===== src/hw/rtl/rtco_pkg.sv =====
// Shared types and constants for the round-trip clock offset servo.
`default_nettype none
package rtco_pkg;

   localparam int STAMP_W     = 64;
   localparam int EXCH_W      = 4;
   localparam int EXCH_CNT_W  = 3;
   localparam int ROUND_W     = 7;
   localparam int CSR_DATA_W  = 7;

   localparam logic [EXCH_W-1:0]  EXCH_MAX    = 4'd8;
   localparam logic [EXCH_W-1:0]  EXCH_RESET  = 4'd5;
   localparam logic [ROUND_W-1:0] ROUND_MAX   = 7'd64;
   localparam logic [ROUND_W-1:0] ROUND_RESET = 7'd64;

   localparam int FIFO_DEPTH = 8;
   localparam int FIFO_PTR_W = $clog2(FIFO_DEPTH);
   localparam int FIFO_CNT_W = $clog2(FIFO_DEPTH + 1);
   // room for fifo count plus every pipeline slot plus one new request
   localparam int OCC_W      = FIFO_CNT_W + 1;

   typedef enum logic [0:0] {
      CSR_EXCHANGES = 1'b0,
      CSR_ROUNDS    = 1'b1
   } csr_index_type;

   // one exchange as captured at the input register
   typedef struct packed {
      logic               start;
      logic [STAMP_W-1:0] prior;
      logic [STAMP_W-1:0] master;
      logic [STAMP_W-1:0] after;
   } exch_type;

   // kept exchange at the end of a round
   typedef struct packed {
      logic [STAMP_W-1:0] prior;
      logic [STAMP_W-1:0] after;
      logic [STAMP_W-1:0] master;
      logic [STAMP_W-1:0] rt;
      logic               first;
      logic               last;
   } best_type;

   // offset estimate of one round
   typedef struct packed {
      logic [STAMP_W-1:0] delta;
      logic [STAMP_W-1:0] neg;
      logic [STAMP_W-1:0] rt;
      logic [STAMP_W-1:0] moff;
      logic               zero;
      logic               first;
      logic               last;
   } est_type;

   // one result item
   typedef struct packed {
      logic [STAMP_W-1:0] delta;
      logic [STAMP_W-1:0] rt;
      logic [STAMP_W-1:0] moff;
      logic [STAMP_W-1:0] corr;
      logic               apply;
      logic               locked;
      logic               done;
   } rsp_type;

endpackage
`default_nettype wire


===== src/hw/rtl/rtco_select.sv =====
// Shortest round trip selection and exchange and round counting.
`default_nettype none
module rtco_select
   import rtco_pkg::*;
(
   input  wire logic                  clock,
   input  wire logic                  reset,
   input  wire logic                  in_valid,
   input  wire exch_type              in_exch,
   input  wire logic [EXCH_W-1:0]     n_exch,
   input  wire logic [ROUND_W-1:0]    n_round,
   output logic                       ev_valid,
   output best_type                   ev
);

   localparam logic [STAMP_W-1:0] ALL_ONES = '1;

   logic [STAMP_W-1:0]    best_before_ff, best_before_in;
   logic [STAMP_W-1:0]    best_after_ff, best_after_in;
   logic [STAMP_W-1:0]    best_master_ff, best_master_in;
   logic [STAMP_W-1:0]    best_rt_ff, best_rt_in;
   logic [EXCH_CNT_W-1:0] exch_cnt_ff, exch_cnt_in;
   logic [ROUND_W-1:0]    round_cnt_ff, round_cnt_in;
   logic                  ev_valid_ff, ev_valid_in;
   best_type              ev_ff, ev_in;

   logic [STAMP_W-1:0]    base_before, base_after, base_master, base_rt;
   logic [EXCH_CNT_W-1:0] base_exch;
   logic [ROUND_W-1:0]    base_round;
   logic [STAMP_W-1:0]    cur_before, cur_after, cur_master, cur_rt, new_rt;
   logic                  round_end, session_end;

   always_comb begin
      // a new session starts from cleared state
      if (in_exch.start) begin
         base_before = '0;
         base_after  = ALL_ONES;
         base_master = '0;
         base_rt     = ALL_ONES;
         base_exch   = '0;
         base_round  = '0;
      end else begin
         base_before = best_before_ff;
         base_after  = best_after_ff;
         base_master = best_master_ff;
         base_rt     = best_rt_ff;
         base_exch   = exch_cnt_ff;
         base_round  = round_cnt_ff;
      end

      new_rt = in_exch.after - in_exch.prior;
      if (new_rt < base_rt) begin
         cur_before = in_exch.prior;
         cur_after  = in_exch.after;
         cur_master = in_exch.master;
         cur_rt     = new_rt;
      end else begin
         cur_before = base_before;
         cur_after  = base_after;
         cur_master = base_master;
         cur_rt     = base_rt;
      end

      round_end   = ({1'b0, base_exch} + 4'd1) >= n_exch;
      session_end = ({1'b0, base_round} + 8'd1) >= {1'b0, n_round};

      ev_in.prior  = cur_before;
      ev_in.after  = cur_after;
      ev_in.master = cur_master;
      ev_in.rt     = cur_rt;
      ev_in.first  = (base_round == '0);
      ev_in.last   = session_end;
      ev_valid_in  = in_valid && round_end;

      best_before_in = best_before_ff;
      best_after_in  = best_after_ff;
      best_master_in = best_master_ff;
      best_rt_in     = best_rt_ff;
      exch_cnt_in    = exch_cnt_ff;
      round_cnt_in   = round_cnt_ff;
      if (in_valid) begin
         if (!round_end) begin
            best_before_in = cur_before;
            best_after_in  = cur_after;
            best_master_in = cur_master;
            best_rt_in     = cur_rt;
            exch_cnt_in    = base_exch + 3'd1;
            round_cnt_in   = base_round;
         end else begin
            best_before_in = '0;
            best_after_in  = ALL_ONES;
            best_master_in = '0;
            best_rt_in     = ALL_ONES;
            exch_cnt_in    = '0;
            round_cnt_in   = session_end ? '0 : base_round + 7'd1;
         end
      end
   end

   always_ff @(posedge clock) begin
      if (reset) begin
         best_before_ff <= '0;
         best_after_ff  <= ALL_ONES;
         best_master_ff <= '0;
         best_rt_ff     <= ALL_ONES;
         exch_cnt_ff    <= '0;
         round_cnt_ff   <= '0;
         ev_valid_ff    <= 1'b0;
      end else begin
         best_before_ff <= best_before_in;
         best_after_ff  <= best_after_in;
         best_master_ff <= best_master_in;
         best_rt_ff     <= best_rt_in;
         exch_cnt_ff    <= exch_cnt_in;
         round_cnt_ff   <= round_cnt_in;
         ev_valid_ff    <= ev_valid_in;
      end
   end

   always_ff @(posedge clock) begin
      ev_ff <= ev_in;
   end

   assign ev_valid = ev_valid_ff;
   assign ev       = ev_ff;

endmodule
`default_nettype wire


===== src/hw/rtl/rtco_estimate.sv =====
// Midpoint, signed offset and master offset of the kept exchange, two stages.
`default_nettype none
module rtco_estimate
   import rtco_pkg::*;
(
   input  wire logic     clock,
   input  wire logic     reset,
   input  wire logic     ev_valid,
   input  wire best_type ev,
   output logic          mid_valid,
   output logic          est_valid,
   output est_type       est
);

   typedef struct packed {
      logic [STAMP_W-1:0] mid;
      logic [STAMP_W-1:0] master;
      logic [STAMP_W-1:0] rt;
      logic [STAMP_W-1:0] moff;
      logic               first;
      logic               last;
   } mid_type;

   logic    mid_valid_ff, est_valid_ff;
   mid_type mid_ff, mid_in;
   est_type est_ff, est_in;

   always_comb begin
      // halves first so the sum cannot overflow, carry in when both are odd
      mid_in.mid    = {1'b0, ev.prior[STAMP_W-1:1]} + {1'b0, ev.after[STAMP_W-1:1]}
                      + {{(STAMP_W-1){1'b0}}, ev.prior[0] & ev.after[0]};
      mid_in.master = ev.master;
      mid_in.rt     = ev.rt;
      mid_in.moff   = ev.master - ev.prior;
      mid_in.first  = ev.first;
      mid_in.last   = ev.last;

      est_in.delta = mid_ff.mid - mid_ff.master;
      est_in.neg   = mid_ff.master - mid_ff.mid;
      est_in.zero  = (mid_ff.mid == mid_ff.master);
      est_in.rt    = mid_ff.rt;
      est_in.moff  = mid_ff.moff;
      est_in.first = mid_ff.first;
      est_in.last  = mid_ff.last;
   end

   always_ff @(posedge clock) begin
      if (reset) begin
         mid_valid_ff <= 1'b0;
         est_valid_ff <= 1'b0;
      end else begin
         mid_valid_ff <= ev_valid;
         est_valid_ff <= mid_valid_ff;
      end
   end

   always_ff @(posedge clock) begin
      mid_ff <= mid_in;
      est_ff <= est_in;
   end

   assign mid_valid = mid_valid_ff;
   assign est_valid = est_valid_ff;
   assign est       = est_ff;

endmodule
`default_nettype wire


===== src/hw/rtl/rtco_servo.sv =====
// Lock detection, latency accumulation and correction of the servo.
`default_nettype none
module rtco_servo
   import rtco_pkg::*;
(
   input  wire logic    clock,
   input  wire logic    reset,
   input  wire logic    est_valid,
   input  wire est_type est,
   output logic         push_valid,
   output rsp_type      push_data
);

   typedef struct packed {
      logic [STAMP_W-1:0] delta;
      logic [STAMP_W-1:0] neg;
      logic [STAMP_W-1:0] rt;
      logic [STAMP_W-1:0] moff;
      logic [STAMP_W-1:0] sum;
      logic               lock;
      logic               first;
      logic               last;
   } servo_type;

   logic               lock_ff, lock_in;
   logic [STAMP_W-1:0] sum_ff, sum_in;
   logic               s4_valid_ff;
   servo_type          s4_ff, s4_in;

   logic [STAMP_W-1:0] base_sum, quarter, corr;
   logic               base_lock, round_up;

   always_comb begin
      // first round of a session sees cleared lock and latency
      base_lock = est.first ? 1'b0 : lock_ff;
      base_sum  = est.first ? '0 : sum_ff;
      lock_in   = lock_ff;
      sum_in    = sum_ff;
      s4_in.lock = base_lock | est.zero;
      s4_in.sum  = (!s4_in.lock && !est.first) ? base_sum + est.neg : base_sum;
      if (est_valid) begin
         lock_in = s4_in.lock;
         sum_in  = s4_in.sum;
      end
      s4_in.delta = est.delta;
      s4_in.neg   = est.neg;
      s4_in.rt    = est.rt;
      s4_in.moff  = est.moff;
      s4_in.first = est.first;
      s4_in.last  = est.last;

      // divide by 4 toward zero: floor, plus one for a negative inexact value
      quarter  = {{2{s4_ff.sum[STAMP_W-1]}}, s4_ff.sum[STAMP_W-1:2]};
      round_up = s4_ff.sum[STAMP_W-1] & (s4_ff.sum[1:0] != 2'b00);
      if (s4_ff.lock) begin
         corr = '0;
      end else if (s4_ff.first) begin
         corr = s4_ff.neg;
      end else begin
         corr = s4_ff.neg + quarter + {{(STAMP_W-1){1'b0}}, round_up};
      end

      push_data.delta  = s4_ff.delta;
      push_data.rt     = s4_ff.rt;
      push_data.moff   = s4_ff.moff;
      push_data.corr   = corr;
      push_data.apply  = !s4_ff.lock;
      push_data.locked = s4_ff.lock;
      push_data.done   = s4_ff.last;
   end

   always_ff @(posedge clock) begin
      if (reset) begin
         lock_ff     <= 1'b0;
         sum_ff      <= '0;
         s4_valid_ff <= 1'b0;
      end else begin
         lock_ff     <= lock_in;
         sum_ff      <= sum_in;
         s4_valid_ff <= est_valid;
      end
   end

   always_ff @(posedge clock) begin
      s4_ff <= s4_in;
   end

   assign push_valid = s4_valid_ff;

endmodule
`default_nettype wire


===== src/hw/rtl/rtco_fifo.sv =====
// Result queue that decouples the pipeline from the response channel.
`default_nettype none
module rtco_fifo
   import rtco_pkg::*;
(
   input  wire logic                  clock,
   input  wire logic                  reset,
   input  wire logic                  push,
   input  wire rsp_type               push_data,
   input  wire logic                  pop,
   output logic                       out_valid,
   output rsp_type                    out_data,
   output logic [FIFO_CNT_W-1:0]      count
);

   rsp_type                mem [FIFO_DEPTH];
   logic [FIFO_PTR_W-1:0]  wr_ptr_ff, wr_ptr_in;
   logic [FIFO_PTR_W-1:0]  rd_ptr_ff, rd_ptr_in;
   logic [FIFO_CNT_W-1:0]  count_ff, count_in;
   logic                   do_pop;

   always_comb begin
      do_pop    = pop && (count_ff != '0);
      wr_ptr_in = push ? wr_ptr_ff + 1'b1 : wr_ptr_ff;
      rd_ptr_in = do_pop ? rd_ptr_ff + 1'b1 : rd_ptr_ff;
      count_in  = count_ff + FIFO_CNT_W'(push) - FIFO_CNT_W'(do_pop);
   end

   always_ff @(posedge clock) begin
      if (reset) begin
         wr_ptr_ff <= '0;
         rd_ptr_ff <= '0;
         count_ff  <= '0;
      end else begin
         wr_ptr_ff <= wr_ptr_in;
         rd_ptr_ff <= rd_ptr_in;
         count_ff  <= count_in;
      end
   end

   always_ff @(posedge clock) begin
      if (push) begin
         mem[wr_ptr_ff] <= push_data;
      end
   end

   assign out_valid = (count_ff != '0);
   assign out_data  = mem[rd_ptr_ff];
   assign count     = count_ff;

endmodule
`default_nettype wire


===== src/hw/rtl/round_trip_clock_offset_servo.sv =====
// Top level of the round-trip clock offset servo.
//
// Each request on the req_ channel is one timing exchange: local stamp before,
// master stamp and local stamp after, with req_tuser marking the first
// exchange of a new session. After every exchanges_per_round requests one
// response leaves on the rsp_ channel with the signed offset, round trip,
// master offset and correction; rsp_tlast marks the final round of a session.
// The csr_ port writes the two length registers; write them only while idle.
//
// Throughput is one request per cycle while req_tready is high. A round
// result appears on rsp_tvalid once the request that closes the round has
// passed the input, selection, midpoint, offset, servo accumulation and result
// queue registers. The best-exchange compare and latency sum are combinational.
// When the receiver stalls, results collect in an eight-entry queue and
// req_tready drops once queued plus in-flight requests would fill it.
// Reset is synchronous: it clears the kept exchange, counters, lock and
// latency sum, empties the queue and restores the lengths to 5 and 64.
`default_nettype none
module round_trip_clock_offset_servo
   import rtco_pkg::*;
(
   input  wire logic                     clock,
   input  wire logic                     reset,
   // request: tdata = local_before, master_stamp, local_after (low to high)
   input  wire logic [3*STAMP_W-1:0]     req_tdata,
   // tuser = start_session
   input  wire logic                     req_tuser,
   input  wire logic                     req_tvalid,
   output logic                          req_tready,
   // response: tdata = offset_delta, round_trip, master_offset, correction
   output logic [4*STAMP_W-1:0]          rsp_tdata,
   // tuser = apply_correction, locked (low to high)
   output logic [1:0]                    rsp_tuser,
   // tlast = session_done
   output logic                          rsp_tlast,
   output logic                          rsp_tvalid,
   input  wire logic                     rsp_tready,
   input  wire logic                     csr_wen,
   input  wire csr_index_type            csr_index,
   input  wire logic [CSR_DATA_W-1:0]    csr_wdata
);

   logic [EXCH_W-1:0]     exch_cfg_ff, exch_cfg_in;
   logic [ROUND_W-1:0]    round_cfg_ff, round_cfg_in;
   logic [EXCH_W-1:0]     n_exch;
   logic [ROUND_W-1:0]    n_round;

   logic                  s0_valid_ff, s0_valid_in;
   exch_type              s0_ff;
   logic                  ready_ff, ready_in;
   logic                  accept;

   logic                  ev_valid, mid_valid, est_valid, push_valid;
   best_type              ev;
   est_type               est;
   rsp_type               push_data, out_data;
   logic [FIFO_CNT_W-1:0] fifo_count;
   logic [OCC_W-1:0]      occupancy, bound;

   always_comb begin
      exch_cfg_in  = exch_cfg_ff;
      round_cfg_in = round_cfg_ff;
      if (csr_wen) begin
         unique case (csr_index)
            CSR_EXCHANGES: exch_cfg_in  = csr_wdata[EXCH_W-1:0];
            CSR_ROUNDS:    round_cfg_in = csr_wdata[ROUND_W-1:0];
            default: ;
         endcase
      end

      // zero counts as one, overlarge values saturate
      if (exch_cfg_ff == '0) begin
         n_exch = 4'd1;
      end else if (exch_cfg_ff > EXCH_MAX) begin
         n_exch = EXCH_MAX;
      end else begin
         n_exch = exch_cfg_ff;
      end
      if (round_cfg_ff == '0) begin
         n_round = 7'd1;
      end else if (round_cfg_ff > ROUND_MAX) begin
         n_round = ROUND_MAX;
      end else begin
         n_round = round_cfg_ff;
      end

      accept      = req_tvalid && ready_ff;
      s0_valid_in = accept;
      occupancy   = OCC_W'(s0_valid_ff) + OCC_W'(ev_valid) + OCC_W'(mid_valid)
                    + OCC_W'(est_valid) + OCC_W'(push_valid);
      // upper bound on queued plus in-flight work next cycle, pops ignored
      bound       = OCC_W'(fifo_count) + occupancy + OCC_W'(accept);
      ready_in    = bound < OCC_W'(FIFO_DEPTH);
   end

   always_ff @(posedge clock) begin
      if (reset) begin
         exch_cfg_ff  <= EXCH_RESET;
         round_cfg_ff <= ROUND_RESET;
         s0_valid_ff  <= 1'b0;
         ready_ff     <= 1'b0;
      end else begin
         exch_cfg_ff  <= exch_cfg_in;
         round_cfg_ff <= round_cfg_in;
         s0_valid_ff  <= s0_valid_in;
         ready_ff     <= ready_in;
      end
   end

   always_ff @(posedge clock) begin
      if (accept) begin
         s0_ff.start  <= req_tuser;
         s0_ff.prior  <= req_tdata[STAMP_W-1:0];
         s0_ff.master <= req_tdata[2*STAMP_W-1:STAMP_W];
         s0_ff.after  <= req_tdata[3*STAMP_W-1:2*STAMP_W];
      end
   end

   rtco_select u_select (
      .clock    (clock),
      .reset    (reset),
      .in_valid (s0_valid_ff),
      .in_exch  (s0_ff),
      .n_exch   (n_exch),
      .n_round  (n_round),
      .ev_valid (ev_valid),
      .ev       (ev)
   );

   rtco_estimate u_estimate (
      .clock     (clock),
      .reset     (reset),
      .ev_valid  (ev_valid),
      .ev        (ev),
      .mid_valid (mid_valid),
      .est_valid (est_valid),
      .est       (est)
   );

   rtco_servo u_servo (
      .clock      (clock),
      .reset      (reset),
      .est_valid  (est_valid),
      .est        (est),
      .push_valid (push_valid),
      .push_data  (push_data)
   );

   rtco_fifo u_fifo (
      .clock     (clock),
      .reset     (reset),
      .push      (push_valid),
      .push_data (push_data),
      .pop       (rsp_tready),
      .out_valid (rsp_tvalid),
      .out_data  (out_data),
      .count     (fifo_count)
   );

   assign req_tready = ready_ff;
   assign rsp_tdata  = {out_data.corr, out_data.moff, out_data.rt, out_data.delta};
   assign rsp_tuser  = {out_data.locked, out_data.apply};
   assign rsp_tlast  = out_data.done;

   // queue never receives a result while full
   a_no_overflow: assert property (@(posedge clock) disable iff (reset)
      !(push_valid && fifo_count == FIFO_CNT_W'(FIFO_DEPTH)))
      else $error("result queue overflow");

   // ready only with a free slot for every request that may still produce a result
   a_credit: assert property (@(posedge clock) disable iff (reset)
      req_tready |-> (OCC_W'(fifo_count) + occupancy) < OCC_W'(FIFO_DEPTH))
      else $error("request accepted without queue room");

   // a locked round carries no correction
   a_locked_quiet: assert property (@(posedge clock) disable iff (reset)
      (rsp_tvalid && out_data.locked) |-> (!out_data.apply && out_data.corr == '0))
      else $error("correction issued while locked");

endmodule
`default_nettype wire


===== config.mk =====
export PLATFORM = sky130hd
export DESIGN_NAME = round_trip_clock_offset_servo
export DESIGN_NICKNAME = d
export VERILOG_FILES = /design/src/hw/rtl/rtco_pkg.sv /design/src/hw/rtl/rtco_select.sv /design/src/hw/rtl/rtco_estimate.sv /design/src/hw/rtl/rtco_servo.sv /design/src/hw/rtl/rtco_fifo.sv /design/src/hw/rtl/round_trip_clock_offset_servo.sv
export SDC_FILE = /design/constraint.sdc
export NUM_CORES = 2
export LEC_CHECK = 0
export BUFFER_PORTS_ARGS = -buffer_cell sky130_fd_sc_hd__buf_2
export CAP_MARGIN = 40
export CORE_ASPECT_RATIO = 0.9
export CORE_MARGIN = 2
export CORE_UTILIZATION = 67
export DETAILED_ROUTE_END_ITERATION = 8
export PLACE_DENSITY = 0.88
export SLEW_MARGIN = 20
export SYNTH_ARGS = -nofsm -noshare
export SYNTH_HDL_FRONTEND = slang
export SYNTH_HIERARCHICAL = 1
export SYNTH_SLANG_ARGS = --single-unit

===== constraint.sdc =====
create_clock -name clock -period 29 [get_ports clock]
set_input_delay 1.45 -clock clock [delete_from_list [all_inputs] [get_ports clock]]
set_output_delay 1.45 -clock clock [all_outputs]
set_load 0.03 [all_outputs]

==> results.yml <==
route:
  detailroute.via_count: 97600
  totalWireLength_um: 447000
  route.detailed.vias_per_inst: 6.73
  wire_per_inst_um: 30.8
  initialDrtViolationCount: 13500
  postRouteAntennaNets: 0
  drt_drc_violations_left: 0
  drt_pass1_iterations: 9
setup_path:
  critPathCaptureType: "flip-flop"
  critical_path.n_buffers_inverters: 4
  critical_path.max_stage_delay_ns: 0.76
  critical_path_required_ns: 29.80
  crit_family: "compound AO/OA/AOI/OAI gates"
  startpoint_type: "flip-flop"
  crit_chain: "inv_1, ha_1, inv_1, fa_1, a21o_1, a221oi_2, o211ai_1, a311o_1, a31oi_4, o21ai_2, a21oi_2, xnor2_1, ha_1, nand4_1, nor3_1, o21ai_0, o211ai_1, nor2_1, o221a_2, o21ai_4, buf_12, buf_4, mux2_1, a22o_1"
  critical-path-slowest-cell: "buf_4"
  critical_path_peak_fanout: 223
  critical_path_class: "flip-flop to flip-flop"
  crit_arrival_ns: 8.11
cts:
  ctsRootBufferMaster: "clkbuf_16"
  post-cts-setup-buffer-count: 0
  holdBufCountCts: 0
  cts_buffer_depth: 4
  postCtsResizedCells: 0
  cts_inserted_buffers: 365
  clock_latency_ns: 1.00
  cts_tree: "built"
  path_clk_slew_ns: 0.06
  cts_htree_levels: 5
  cts_sinks: 3723
placement:
  placed_standard_cell_area_um2: 157000
  total_half_perimeter_wirelength_after_legalization_and_detailed_placement_um: 288000
  dp.cells: 13800
  pre_cts_ws_ns: 21.89
  finalWeightedCongestion: 0.974
  port_buffers: 466
power:
  vdd_drop_max_v: 0.0000843
  internal_power_mw: 10.6
  total_switching_power_mw: 5.11
  clock_power_share_pct: 30.7
  portion_of_total_power_attributed_to_sequential_cells_pct: 46.4
  powerDensity_nw_per_um2: 92.8
  leakagePower_nw: 61.9
  comb_power_share_pct: 22.9
  p_sw_share_pct: 32.5
die:
  die-area_um2: 232000
  die-width_um: 507
  floorplan.initialDensity_pct: 67.3
  io_pins: 467
  rows: 166
  floorplan.die.height_um: 457
  floorplan_core_area_um2: 227000
global_route:
  grt_pass1_wl_um: 650000
  first_global_vias: 95800
  antenna_found_initial: 43
  track_usage_pct: 37.9
  largest_net_degree_at_the_start_of_global_routing: 224
  grt_remaining_overflow: 0
hold_path:
  worst_hold_path_type: "flip-flop to flip-flop"
synthesis:
  syn-mean-instance-area_um2: 14.0
  synth-edff-count: 2265
  yosysTopAreaCellShare_pct: 44.5
  post_synth_inst_count: 10900
  syn_nets: 11600
  synth.yosys.seq_area_share_pct: 63.7
  synth_warnings: 6
  synth_cell_types: 125
  synth_largest_area_cell: "edfxtp_1"
  async_set_or_reset_register_ratio_after_synthesis_pct: 0
  synthFlopType: "edfxtp_1"
  synth.ff_latch_count: 3723
  synth_top_cells_by_area: "edfxtp_1 (45%), dfxtp_1 (19%), mux4_2 (7.6%)"
  synth.cell_area_um2: 153000
cells_and_area:
  final_common_cell: "edfxtp_1"
  most_used_cells_in_the_layout_excluding_fill_and_tap_cells: "edfxtp_1 (2265), dfxtp_1 (1452), a21oi_1 (789)"
  finish.net_count: 11900
  syn_to_layout_area_delta_pct: 10.8
  layout.cell_area.non_filler_um2: 169000
  finished_layout_cells: 14500
  proportion_of_layout_cells_with_a_drive_suffix_above_1_pct: 18.4
timing:
  timing_max_transition_violations_final: 0
  timing.final.setup_violations: 0
  timing.final.hold_violations: 0
  timing.setup.tns_ns: 0
  timing_worst_slew_pin_value_ns: 1.23
  worst_hold_slack_ns: 0.257
  final_min_period_over_clock_period_pct: 25.2
  fin_worst_skew_ns: 0.0919
  rsz0062_at_grt: "false"
  layout_min_cycle_time_ns: 7.31
  final.setup.worst_slack_ns: 21.69
  fmax_mhz: 137
  maxSlewHeadroom_pct: 18.1
outcome:
  run_status: "complete, no violations"
flow_run:
  maxCapViolations: 0
==> per-stage QoR <==
stage	total power, mW	util [%]
after floorplan	9.55	-
after global placement	10.6	68.7
after detailed placement	10.8	69.1
after CTS	15.6	74.4
after global routing	16.2	74.5
final	15.7	74.5
==> sequential cells by signal (all words and copies together), names as in the netlist, 3 cells and up, named ones only <==
register	cells
u_fifo/mem	2072
u_estimate/est	258
u_select/ev	258
u_servo/push_data	194
s0_ff	193
u_estimate/est_in	130
u_estimate/mid_ff	128
u_servo/s4_ff	67
u_select/best_after_ff	64
u_select/best_before_ff	64
u_select/best_master_ff	64
u_select/best_rt_ff	64
u_servo/sum_ff	64
u_servo/quarter	62
round_cfg_ff	7
u_select/round_cnt_ff	7
exch_cfg_ff	4
u_fifo/count	4
u_fifo/rd_ptr_ff	3
u_fifo/wr_ptr_ff	3
u_select/exch_cnt_ff	3
==> synthesized netlist by cell type (110+ instances only) <==
cell type  number
a21o_1        219
a21oi_1       791
a22o_1        144
buf_2         136
buf_4         203
clkbuf_1      330
dfxtp_1      1458
edfxtp_1     2265
ha_1          526
inv_1         433
mux2_2        266
mux4_2        518
nand2_1       498
nand4_1       128
nor2_1        668
nor2b_1       169
o21ai_0       293
o21bai_1      115
o22a_1        110
xnor2_1       265
xor2_1        156
==> final cells by class <==
| type | count | area [um2] |
|---|---|---|
| Clock inverter | 164 | 1640 |
| Timing Repair Buffer | 631 | 4310 |
| Sequential cell | 3723 | 97200 |
| Multi-Input combinational cell | 6004 | 50200 |
| Fill cell | 13100 | 57800 |
| Clock buffer | 492 | 10400 |
| Tap cell | 3024 | 3780 |
| Inverter | 435 | 1630 |
| Antenna cell | 33 | 82.6 |
==> worst paths after layout <==
check                             start                          end  slack [ns]  cells past startpoint
setup / recovery               s0_ff[0]  u_select/best_master_ff[51]       21.69                     24
hold / removal    u_estimate/est_in[52]           u_estimate/est[52]        0.26                      0
setup reg to reg               s0_ff[0]  u_select/best_master_ff[51]       21.69                     24
hold reg to reg   u_estimate/est_in[52]           u_estimate/est[52]        0.26                      0
==> logic make-up (layout without fill, tap and decap cells) <==
logic type / Yosys count / count (layout) / synth area share [%]
other cells: 0 / 33 / 0
mux: 883 / 883 / 10.3
compound gates: 2241 / 2241 / 9.60
fa+ha+maj: 538 / 538 / 4.47
buf+inv: 1153 / 1722 / 3.55
xor+xnor: 424 / 424 / 2.45
simple gates: 1918 / 1918 / 5.97
flops: 3723 / 3723 / 63.7
==> power groups by stage <==
stage,logic [mW],registers [mW],clock network (mW)
final,3.60,7.29,4.82
after global routing,3.81,7.34,5.02
after CTS,3.50,7.27,4.83
after detailed placement,3.44,7.35,0
after global placement,3.34,7.30,0
after floorplan,2.70,6.85,0
==> metal layers <==
layer | wire length [um] | vias to the layer above | global-route usage (%) | share of wire [%]
met3 | 44500 | 1243 | 6.88 | 10
li1 | - | 41100 | - | -
met5 | 276 | - | 0 | 0.062
met2 | 211000 | 6816 | 60.4 | 47
met4 | 27000 | 38 | 19.1 | 6.0
met1 | 164000 | 48400 | 50.6 | 37
No activity file was read; power rests on OpenSTA's default activity.
